[config.mk]
export PLATFORM = sky130hd
export DESIGN_NAME = key_repeat_longpress_events
export DESIGN_NICKNAME = d
export VERILOG_FILES = /design/src/rtl/krle_pkg.sv /design/src/rtl/krle_lane.sv /design/src/rtl/krle_merge.sv /design/src/rtl/key_repeat_longpress_events.sv
export SDC_FILE = /design/constraint.sdc
export NUM_CORES = 1
export LEC_CHECK = 0
export ABC_AREA = 1
export BUFFER_PORTS_ARGS = -buffer_cell sky130_fd_sc_hd__buf_2
export CORE_MARGIN = 2
export CORE_UTILIZATION = 34
export DETAILED_ROUTE_END_ITERATION = 12
export GPL_TIMING_DRIVEN = 1
export PLACE_DENSITY = 0.52
export SYNTH_ARGS = -nofsm -noshare
export SYNTH_HDL_FRONTEND = slang
export SYNTH_SLANG_ARGS = --single-unit
[constraint.sdc]
create_clock -name clk -period 5.1 [get_ports clk]
set_clock_uncertainty 0.2 [all_clocks]
set_input_delay 1.02 -clock clk [delete_from_list [all_inputs] [get_ports clk]]
set_output_delay 1.02 -clock clk [all_outputs]
set_load 0.02 [all_outputs]
[src/rtl/krle_pkg.sv]
package krle_pkg;

    // Key and countdown sizing
    localparam int NUM_KEYS  = 7;
    localparam int KEY_W     = 7;
    localparam int CD_W      = 8;
    localparam int NUM_LANES = (NUM_KEYS < KEY_W) ? NUM_KEYS : KEY_W;

    // Fixed key positions
    localparam int NUM_ARROWS = 4;
    localparam int KEY_OK_IDX = 4;

    // Register reset values
    localparam logic [CD_W-1:0] FIRST_REPEAT_RST = CD_W'(25);
    localparam logic [CD_W-1:0] REPEAT_INTV_RST  = CD_W'(10);
    localparam logic [CD_W-1:0] LONG_PRESS_RST   = CD_W'(100);

    // Configuration register indexes
    localparam int CFG_IDX_W = 2;
    typedef enum logic [CFG_IDX_W-1:0] {
        CFG_FIRST_REPEAT = 2'd0,
        CFG_REPEAT_INTV  = 2'd1,
        CFG_LONG_PRESS   = 2'd2
    } cfg_idx_t;

    typedef enum logic [1:0] {
        KIND_ARROW,
        KIND_OK,
        KIND_LONG
    } key_kind_t;

    typedef struct packed {
        logic [CD_W-1:0] first_repeat_delay;
        logic [CD_W-1:0] repeat_interval;
        logic [CD_W-1:0] long_press_delay;
    } cfg_t;

    typedef struct packed {
        logic pressed;
        logic released;
        logic longp;
    } key_evt_t;

    function automatic key_kind_t lane_kind(input int k);
        key_kind_t kind;
        if (k < NUM_ARROWS)
            kind = KIND_ARROW;
        else if (k == KEY_OK_IDX)
            kind = KIND_OK;
        else
            kind = KIND_LONG;
        return kind;
    endfunction

endpackage

[src/rtl/krle_lane.sv]
// One key: edge detect plus countdown.
module krle_lane
    import krle_pkg::*;
(
    input  logic      clk,
    input  logic      rst_n,
    input  key_kind_t kind,
    input  cfg_t      cfg,
    input  logic      take,
    input  logic      key_now,
    input  logic      key_prev,
    output key_evt_t  evt
);

    logic [CD_W-1:0] cd_reg;
    logic [CD_W-1:0] cd_next;
    logic [CD_W-1:0] cd_load;
    logic            rise;
    logic            fall;
    logic            held;
    logic            counts;
    logic            expire;

    always_comb
    begin
        rise = key_now & ~key_prev;
        fall = ~key_now & key_prev;

        // press loads the countdown before the held check
        if (rise)
            cd_load = (kind == KIND_ARROW) ? cfg.first_repeat_delay : cfg.long_press_delay;
        else
            cd_load = cd_reg;

        held   = key_now && (cd_load != '0);
        counts = held && (kind != KIND_OK);
        expire = counts && (cd_load == CD_W'(1));

        if (expire && (kind == KIND_ARROW))
            cd_next = cfg.repeat_interval;
        else if (counts)
            cd_next = cd_load - CD_W'(1);
        else
            cd_next = cd_load;

        evt.pressed  = rise || (expire && (kind == KIND_ARROW));
        evt.released = fall && (kind != KIND_ARROW) && (cd_load != '0);
        evt.longp    = expire && (kind == KIND_LONG);
    end

    always_ff @(posedge clk or negedge rst_n)
    begin
        if (!rst_n)
            cd_reg <= '0;
        else if (take)
            cd_reg <= cd_next;
    end

endmodule

[src/rtl/krle_merge.sv]
// Gathers lane events into masks; output register with its valid.
module krle_merge
    import krle_pkg::*;
(
    input  logic             clk,
    input  logic             rst_n,
    input  key_evt_t         lane_evt [NUM_LANES],
    input  logic             take,
    input  logic             out_ready,
    output logic             stage_free,
    output logic             out_valid,
    output logic [KEY_W-1:0] pressed_mask,
    output logic [KEY_W-1:0] released_mask,
    output logic [KEY_W-1:0] long_mask,
    output logic             any_event
);

    logic             valid_reg;
    logic             valid_next;
    logic [KEY_W-1:0] pressed_reg;
    logic [KEY_W-1:0] released_reg;
    logic [KEY_W-1:0] long_reg;
    logic             any_reg;
    logic [KEY_W-1:0] pressed_next;
    logic [KEY_W-1:0] released_next;
    logic [KEY_W-1:0] long_next;

    always_comb
    begin
        pressed_next  = '0;
        released_next = '0;
        long_next     = '0;
        for (int k = 0; k < NUM_LANES; k++)
        begin
            pressed_next[k]  = lane_evt[k].pressed;
            released_next[k] = lane_evt[k].released;
            long_next[k]     = lane_evt[k].longp;
        end
    end

    assign stage_free = !valid_reg || out_ready;

    always_comb
    begin
        if (take)
            valid_next = 1'b1;
        else if (out_ready)
            valid_next = 1'b0;
        else
            valid_next = valid_reg;
    end

    always_ff @(posedge clk or negedge rst_n)
    begin
        if (!rst_n)
            valid_reg <= 1'b0;
        else
            valid_reg <= valid_next;
    end

    always_ff @(posedge clk)
    begin
        if (take)
        begin
            pressed_reg  <= pressed_next;
            released_reg <= released_next;
            long_reg     <= long_next;
            any_reg      <= |{pressed_next, released_next, long_next};
        end
    end

    assign out_valid     = valid_reg;
    assign pressed_mask  = pressed_reg;
    assign released_mask = released_reg;
    assign long_mask     = long_reg;
    assign any_event     = any_reg;

endmodule

[src/rtl/key_repeat_longpress_events.sv]
// Channel | Signals                               | Direction | Accepted when
// in      | in_valid, in_ready, keys_now          | into blk  | in_valid & in_ready
// out     | out_valid, out_ready, *_mask, any_ev. | out of blk| out_valid & out_ready
// cfg     | cfg_we, cfg_index, cfg_wdata          | into blk  | cfg_we
//
// One beat in per cycle sustained while out_ready is high; its result appears in the
// output register in the next cycle. All seven key lanes evaluate in parallel.
// in_ready stays high while the output register is empty or being drained,
// so a stalled consumer backs up the input after one buffered result.
// Reset (async, active low) clears previous levels, countdowns and out_valid;
// config registers return to 25 / 10 / 100.
module key_repeat_longpress_events
    import krle_pkg::*;
(
    input  logic                 clk,
    input  logic                 rst_n,
    input  logic                 in_valid,
    output logic                 in_ready,
    input  logic [KEY_W-1:0]     keys_now,
    output logic                 out_valid,
    input  logic                 out_ready,
    output logic [KEY_W-1:0]     pressed_mask,
    output logic [KEY_W-1:0]     released_mask,
    output logic [KEY_W-1:0]     long_mask,
    output logic                 any_event,
    input  logic                 cfg_we,
    input  logic [CFG_IDX_W-1:0] cfg_index,
    input  logic [CD_W-1:0]      cfg_wdata
);

    cfg_t             cfg_reg;
    logic [KEY_W-1:0] prev_keys_reg;
    logic             take;
    logic             stage_free;
    key_evt_t         lane_evt [NUM_LANES];

    assign in_ready = stage_free;
    assign take     = in_valid && stage_free;

    // Config writes; an unused index is dropped.
    always_ff @(posedge clk or negedge rst_n)
    begin
        if (!rst_n)
        begin
            cfg_reg.first_repeat_delay <= FIRST_REPEAT_RST;
            cfg_reg.repeat_interval    <= REPEAT_INTV_RST;
            cfg_reg.long_press_delay   <= LONG_PRESS_RST;
        end
        else if (cfg_we)
        begin
            case (cfg_idx_t'(cfg_index))
                CFG_FIRST_REPEAT: cfg_reg.first_repeat_delay <= cfg_wdata;
                CFG_REPEAT_INTV:  cfg_reg.repeat_interval    <= cfg_wdata;
                CFG_LONG_PRESS:   cfg_reg.long_press_delay   <= cfg_wdata;
                default:          ;
            endcase
        end
    end

    // Previous levels, updated per accepted beat.
    always_ff @(posedge clk or negedge rst_n)
    begin
        if (!rst_n)
            prev_keys_reg <= '0;
        else if (take)
            prev_keys_reg <= keys_now;
    end

    // One lane per key; kind fixed by position (arrow, OK, long-press).
    for (genvar k = 0; k < NUM_LANES; k++)
    begin : g_lane
        krle_lane u_lane (
            .clk      (clk),
            .rst_n    (rst_n),
            .kind     (lane_kind(k)),
            .cfg      (cfg_reg),
            .take     (take),
            .key_now  (keys_now[k]),
            .key_prev (prev_keys_reg[k]),
            .evt      (lane_evt[k])
        );
    end

    krle_merge u_merge (
        .clk           (clk),
        .rst_n         (rst_n),
        .lane_evt      (lane_evt),
        .take          (take),
        .out_ready     (out_ready),
        .stage_free    (stage_free),
        .out_valid     (out_valid),
        .pressed_mask  (pressed_mask),
        .released_mask (released_mask),
        .long_mask     (long_mask),
        .any_event     (any_event)
    );

endmodule

==> flow_metrics.py, run 1 <==
metrics = {
    "worst_setup_path": {
        "crit_path_start_kind": "primary input",
        "worst-endpoint-required_ns": 5.13,
        "cp.arrival_ns": 3.40,
        "end_kind": "flop",
        "worstPathMaxFanout": 13,
        "path_class": "in -> reg",
    },
    "clock_tree": {
        "htreeDepth": 3,
        "numCtsBuffers": 9,
        "clkSinkCount": 101,
        "cts_root_buffer": "clkbuf_16",
        "cts_tree": "done",
        "path_clk_slew_ns": 0.07,
        "postCtsHoldBufs": 0,
        "cts_max_path_buffers": 2,
        "clock_latency_ns": 0.35,
        "post_cts_buffers": 0,
        "cts_resized": 0,
    },
    "final_layout": {
        "synthToLayoutAreaGrowth_pct": 8.49,
        "layout-drive-gt1-share_pct": 9.97,
        "diodes": 0,
        "final.fill_count": 2322,
        "final_cell_mix": "470 x nand2_1, 141 x inv_1, 105 x nor2_1, 104 x nand3_1, 80 x dfrtp_1",
        "largest_reg_flops": 56,
        "fin_nets": 1173,
        "fin_area_mm2": 0.00780,
        "final_common_cell": "nand2_1",
        "multi_input_area_mm2": 0.00378,
        "area.sequential_mm2": 0.00260,
    },
    "synth": {
        "syn_avg_cell_area_um2": 6.42,
        "synth_seq_cells": 101,
        "synth_area_leaders": "dfrtp_1 28%, nand2_1 25%, inv_1 7.4%, nand3_1 7.2%, nor2_1 5.5%",
        "yosysTopAreaCellShare_pct": 27.9,
        "yosysSeqAreaShare_pct": 36.2,
        "synth_area_mm2": 0.00719,
        "yosysTopAreaCell": "dfrtp_1",
        "synth.distinct_cells": 36,
        "yosysWarningCount": 0,
        "synth_cells": 1120,
    },
    "global_route": {
        "grt_use_total_pct": 18.0,
        "overflow": 0,
        "antenna_found_initial": 0,
        "grt_pass1_vias": 6053,
        "grt_pass1_wl_um": 31500,
        "grt_max_degree": 66,
    },
    "detailed_routing": {
        "wl_per_cell_um": 13.5,
        "routed_wl_um": 19100,
        "vias": 6530,
        "vias_per_cell": 4.61,
        "drc": 0,
        "drt-initial-drc-count": 331,
        "detail-route-antenna-nets": 0,
        "dr.pass1.iters": 5,
    },
    "sta": {
        "max_freq_ghz": 0.297,
        "setup-tns-final_ns": 0,
        "rsz0062_at_grt": "false",
        "setup_viol": 0,
        "post-route-min-period_ns": 3.37,
        "finalHoldViolCount": 0,
        "slew_viol_final": 0,
        "slew-limit-headroom_pct": 33.4,
        "post-route-period-util_pct": 66.1,
        "worstMarginPinSlew_ns": 0.998,
    },
    "placed_design": {
        "gp_congestion": 0.860,
        "io_buffers": 36,
        "dpl-instance-area_mm2": 0.00750,
        "dp_hpwl_um": 13400,
    },
    "die": {
        "dieArea_mm2": 0.0223,
        "coreArea_mm2": 0.0209,
        "dieWidth_um": 149,
        "start_util_pct": 34.4,
        "ios": 46,
        "fp.dieH_um": 149,
        "rows": 53,
    },
    "power": {
        "p_leak_uw": 0.00436,
        "p_per_area_mw_per_mm2": 392,
        "vdd_ir_drop_max_v": 0.000216,
    },
    "status": {
        "outcome": "completed",
    },
    "run": {
        "drv_cap": 0,
    },
    "min_path": {
        "hold_path_class": "reg -> reg",
    },
}
-- kinds of logic after synthesis --
| family | Yosys count | share of synthesized area (%) |
|---|---|---|
| buf+inv | 192 | 11.7 |
| other cells | 1 | 0.0522 |
| xor+xnor | 9 | 1.10 |
| flops | 101 | 36.2 |
| compound gates | 82 | 6.93 |
| fa+ha+maj | 13 | 2.26 |
| simple gates | 722 | 41.8 |
-- cell usage after synthesis --
| library cell | instances |
|---|---|
| buf_4 | 14 |
| a21oi_1 | 3 |
| nand2_4 | 2 |
| inv_2 | 11 |
| dfrtp_1 | 80 |
| o21ai_2 | 7 |
| inv_1 | 141 |
| ha_1 | 13 |
| nand4_4 | 2 |
| o21ai_0 | 47 |
| dfstp_2 | 8 |
| nand4_1 | 11 |
| buf_1 | 1 |
| nand2_2 | 16 |
| nand4_2 | 1 |
| xor2_1 | 6 |
| nor2_1 | 105 |
| o21ai_1 | 12 |
| buf_6 | 8 |
| edfxtp_1 | 13 |
| nand3_1 | 104 |
| nor2_2 | 6 |
| nor2_4 | 2 |
| nand3_2 | 1 |
| nand2_1 | 471 |
| clkbuf_1 | 12 |
| a31oi_1 | 6 |
| o21ai_4 | 3 |
| nor3_1 | 1 |
| conb_1 | 1 |
| a21oi_2 | 1 |
| o21bai_1 | 2 |
| buf_2 | 4 |
| a21oi_4 | 1 |
| clkinv_1 | 1 |
| xnor2_1 | 3 |
-- path summary, 6_finish.rpt --
path                                                             start                                endpoint  slack [ns]  depth (start not counted)
worst max-delay path                                       keys_now[0]             u_merge.any_event$_DFFE_PP_        1.73                         12
worst min-delay path            g_lane[5].u_lane.cd_reg[5]$_DFFE_PN0P_  g_lane[5].u_lane.cd_reg[5]$_DFFE_PN0P_        0.28                          2
worst max register to register                 cfg_reg[16]$_DFFE_PN1P_             u_merge.any_event$_DFFE_PP_        2.14                         11
worst min register to register  g_lane[5].u_lane.cd_reg[5]$_DFFE_PN0P_  g_lane[5].u_lane.cd_reg[5]$_DFFE_PN0P_        0.28                          2
max in group asynchronous                                        rst_n                  cfg_reg[2]$_DFFE_PN1P_        3.15                          2
min in group asynchronous                                        rst_n  g_lane[3].u_lane.cd_reg[1]$_DFFE_PN0P_        0.55                          1
-- layer usage --
layer  vias to the layer above  global-route usage (%)  wire length [µm]
met2                        90                    28.9              8580
met1                      2947                    25.2              9640
met3                        23                    2.20               548
met5                         -                       0                 0
met4                         0                    5.67               342
li1                       3470                       -                 -
-- layout make-up --
cell class	count	area share, %
Inverter	153	7.36
Sequential cell	101	33.4
Timing Repair Buffer	38	2.53
Clock inverter	5	0.802
Tap cell	275	4.41
Clock buffer	11	2.98
Multi-Input combinational cell	835	48.5
-- metrics by stage --
stage	std cells	setup slack, ns	util [%]	hold slack [ns]	power [µW]
floorplan	1128	2.22	-	0.249	2090
global placement	1402	1.49	35.9	0.264	2370
detailed placement	1402	1.41	35.9	0.265	2370
CTS	1418	1.76	37.3	0.284	3090
global route	1418	1.47	37.3	0.301	3350
finish	1418	1.73	37.3	0.279	3060
-- report_power, final --
part	internal (µW)	switching [µW]	total, µW
Clock	383	321	705
Sequential	1010	131	1140
Combinational	401	815	1220
Total	1790	1270	3060
-- worst max-delay path, cell delays in order --
cell	delay (ns)
buf_2	0.25
nand2_2	0.19
o21ai_0	0.49
inv_1	0.18
ha_1	0.29
nand3_1	0.12
nand4_1	0.42
nand2_1	0.21
inv_1	0.06
nand2_1	0.06
nor2_1	0.04
nand2_1	0.05
Power figures use the tool's default switching activity.
==> run 2: changes to the inputs <==
PLACE_DENSITY = 0.54   (was 0.52)
clock period = 3 ns   (was 5.1 ns; I/O delays follow)
==> flow_metrics.py, run 2 (same netlist as run 1, synthesis figures left out) <==
metrics = {
    "status": {
        "outcome": "completed",
    },
    "final_layout": {
        "fin_area_mm2": 0.00793,
        "final_cell_mix": "470 x nand2_1, 141 x inv_1, 105 x nor2_1, 104 x nand3_1, 80 x dfrtp_1",
        "synthToLayoutAreaGrowth_pct": 10.3,
        "final.fill_count": 2313,
        "diodes": 0,
        "fin_nets": 1189,
        "area.sequential_mm2": 0.00260,
        "largest_reg_flops": 56,
        "multi_input_area_mm2": 0.00378,
        "final_common_cell": "nand2_1",
        "layout-drive-gt1-share_pct": 11.1,
    },
    "worst_setup_path": {
        "path_class": "reg -> reg",
        "cp_top_family": "simple AND/OR/NAND/NOR gates",
        "r2r_setup_slack_ns": 0.40,
        "crit_path_start_kind": "flop",
        "worstPathMaxFanout": 16,
        "end_kind": "flop",
        "crit_path_frequent_cell": "nand2_1",
        "r2r-start": "prev_keys_reg[3]$_DFFE_PN0P_",
        "crit_buf_inv": 3,
        "slowest_delay_ns": 0.37,
        "crit_path_top_delay_cell": "dfrtp_1",
        "reg2reg_to": "u_merge.any_event$_DFFE_PP_",
        "cp_cell_sequence": "inv_2, nand2_2, nand2_1, o21ai_0, inv_1, ha_1, nand3_1, nand4_4, nand2_1, inv_1, nand2_1, nor2_1, nand2_1",
        "reg2reg_depth": 13,
        "worst-endpoint-required_ns": 2.89,
        "cp.arrival_ns": 2.49,
    },
    "global_route": {
        "grt_pass1_vias": 6095,
        "antenna_found_initial": 0,
        "overflow": 0,
        "grt_use_total_pct": 18.1,
        "grt_pass1_wl_um": 31600,
        "grt_max_degree": 50,
    },
    "power": {
        "p_leak_uw": 0.00444,
        "netSwitchingPower_uw": 2160,
        "internal_power_uw": 3070,
        "p_per_area_mw_per_mm2": 660,
        "pwr-share-seq_pct": 37.0,
        "pwr-share-comb_pct": 40.1,
        "swShare_pct": 41.3,
        "p_clk_share_pct": 22.9,
        "vdd_ir_drop_max_v": 0.000320,
    },
    "sta": {
        "setup_viol": 0,
        "post-route-period-util_pct": 86.6,
        "finalHoldViolCount": 0,
        "slew-limit-headroom_pct": 59.9,
        "worstMarginPinSlew_ns": 0.600,
        "rsz0062_at_grt": "false",
        "worst_hold_slack_ns": 0.281,
        "setup-tns-final_ns": 0,
        "slew_viol_final": 0,
        "max_freq_ghz": 0.385,
        "post-route-min-period_ns": 2.60,
    },
    "die": {
        "dieArea_mm2": 0.0223,
        "start_util_pct": 34.4,
        "fp.dieH_um": 149,
        "ios": 46,
        "coreArea_mm2": 0.0209,
        "dieWidth_um": 149,
        "rows": 53,
    },
    "clock_tree": {
        "htreeDepth": 3,
        "path_clk_slew_ns": 0.07,
        "cts_resized": 0,
        "cts_max_path_buffers": 2,
        "numCtsBuffers": 9,
        "clkSinkCount": 101,
        "clock_latency_ns": 0.36,
        "cts_tree": "done",
        "cts_root_buffer": "clkbuf_16",
        "post_cts_buffers": 0,
    },
    "detailed_routing": {
        "vias": 6647,
        "drt-initial-drc-count": 325,
        "detail-route-antenna-nets": 0,
        "wl_per_cell_um": 13.4,
        "drc": 0,
        "routed_wl_um": 19300,
        "dr.pass1.iters": 5,
        "vias_per_cell": 4.64,
    },
    "min_path": {
        "holdPathEnd": "g_lane[1].u_lane.cd_reg[6]$_DFFE_PN0P_",
        "hold_start": "g_lane[1].u_lane.cd_reg[6]$_DFFE_PN0P_",
        "hold_path_class": "reg -> reg",
        "hold_path_depth": 2,
    },
    "placed_design": {
        "io_buffers": 36,
        "dpl-instance-area_mm2": 0.00762,
        "gp_congestion": 0.881,
        "dp_hpwl_um": 14000,
    },
    "run": {
        "drv_cap": 0,
    },
}
-- run 2: changes by cell type in the layout (fill, tap and decap cells not counted), sizes merged --
cell / change
buf: +15
clkinvlp: -1
dlygate4sd3: +1
inv: +1
-- run 2: cell type report --
class,instances,share of cell area (%)
Clock inverter,5,0.758
Timing Repair Buffer,54,4.20
Multi-Input combinational cell,835,47.7
Inverter,153,7.25
Tap cell,275,4.34
Sequential cell,101,32.8
Clock buffer,11,2.94
-- run 2: what timing repair did --
item / CTS / global route
hold endpoints to repair: 20 / 0
endpoints found under the setup margin: 0 / 0
hold buffers: 1 / 0
-- run 2: worst max-delay path by stage --
stage,slack (ns),end,from,depth (start not counted)
after global placement,0.23,u_merge.any_event$_DFFE_PP_,keys_now[5],15
after CTS,0.42,u_merge.any_event$_DFFE_PP_,prev_keys_reg[3]$_DFFE_PN0P_,13
after detailed placement,0.19,u_merge.any_event$_DFFE_PP_,keys_now[5],15
after floorplan,0.54,g_lane[3].u_lane.cd_reg[5]$_DFFE_PN0P_,keys_now[3],12
final,0.40,u_merge.any_event$_DFFE_PP_,prev_keys_reg[3]$_DFFE_PN0P_,13
after global routing,0.15,g_lane[5].u_lane.cd_reg[3]$_DFFE_PN0P_,prev_keys_reg[5]$_DFFE_PN0P_,12
-- run 2: per-layer routing --
layer	GRT usage, %	up-vias	routed length (µm)
li1	-	3504	-
met1	24.4	3024	9190
met2	30.2	98	9160
met3	2.63	21	550
met4	5.62	0	383
met5	0	-	0
-- run 2: worst reg2reg max path, delay by kind of cell, from the launching register on --
family	cells	cell delay (ns)
buffers and inverters	3	0.34
DFF	1	0.37
AOI/OAI and AO/OA	1	0.10
and+or+nand+nor	8	1.07
adders and majority gates	1	0.24
-- run 2: metrics by stage --
step | setup slack (ns) | std cells | power (µW) | utilization [%]
final | 0.403 | 1434 | 5230 | 37.9
after global routing | 0.149 | 1434 | 5720 | 37.9
after CTS | 0.420 | 1434 | 5300 | 37.9
after detailed placement | 0.191 | 1417 | 4070 | 36.5
after global placement | 0.235 | 1417 | 4050 | 36.5
after floorplan | 0.537 | 1128 | 3550 | -
-- run 2: power by group through the flow --
stage	logic (µW)	registers (µW)	clock network (µW)
after floorplan	1650	1900	0
after global placement	2090	1960	0
after detailed placement	2100	1960	0
after CTS	2110	1940	1250
after global routing	2460	1970	1290
final	2100	1940	1200
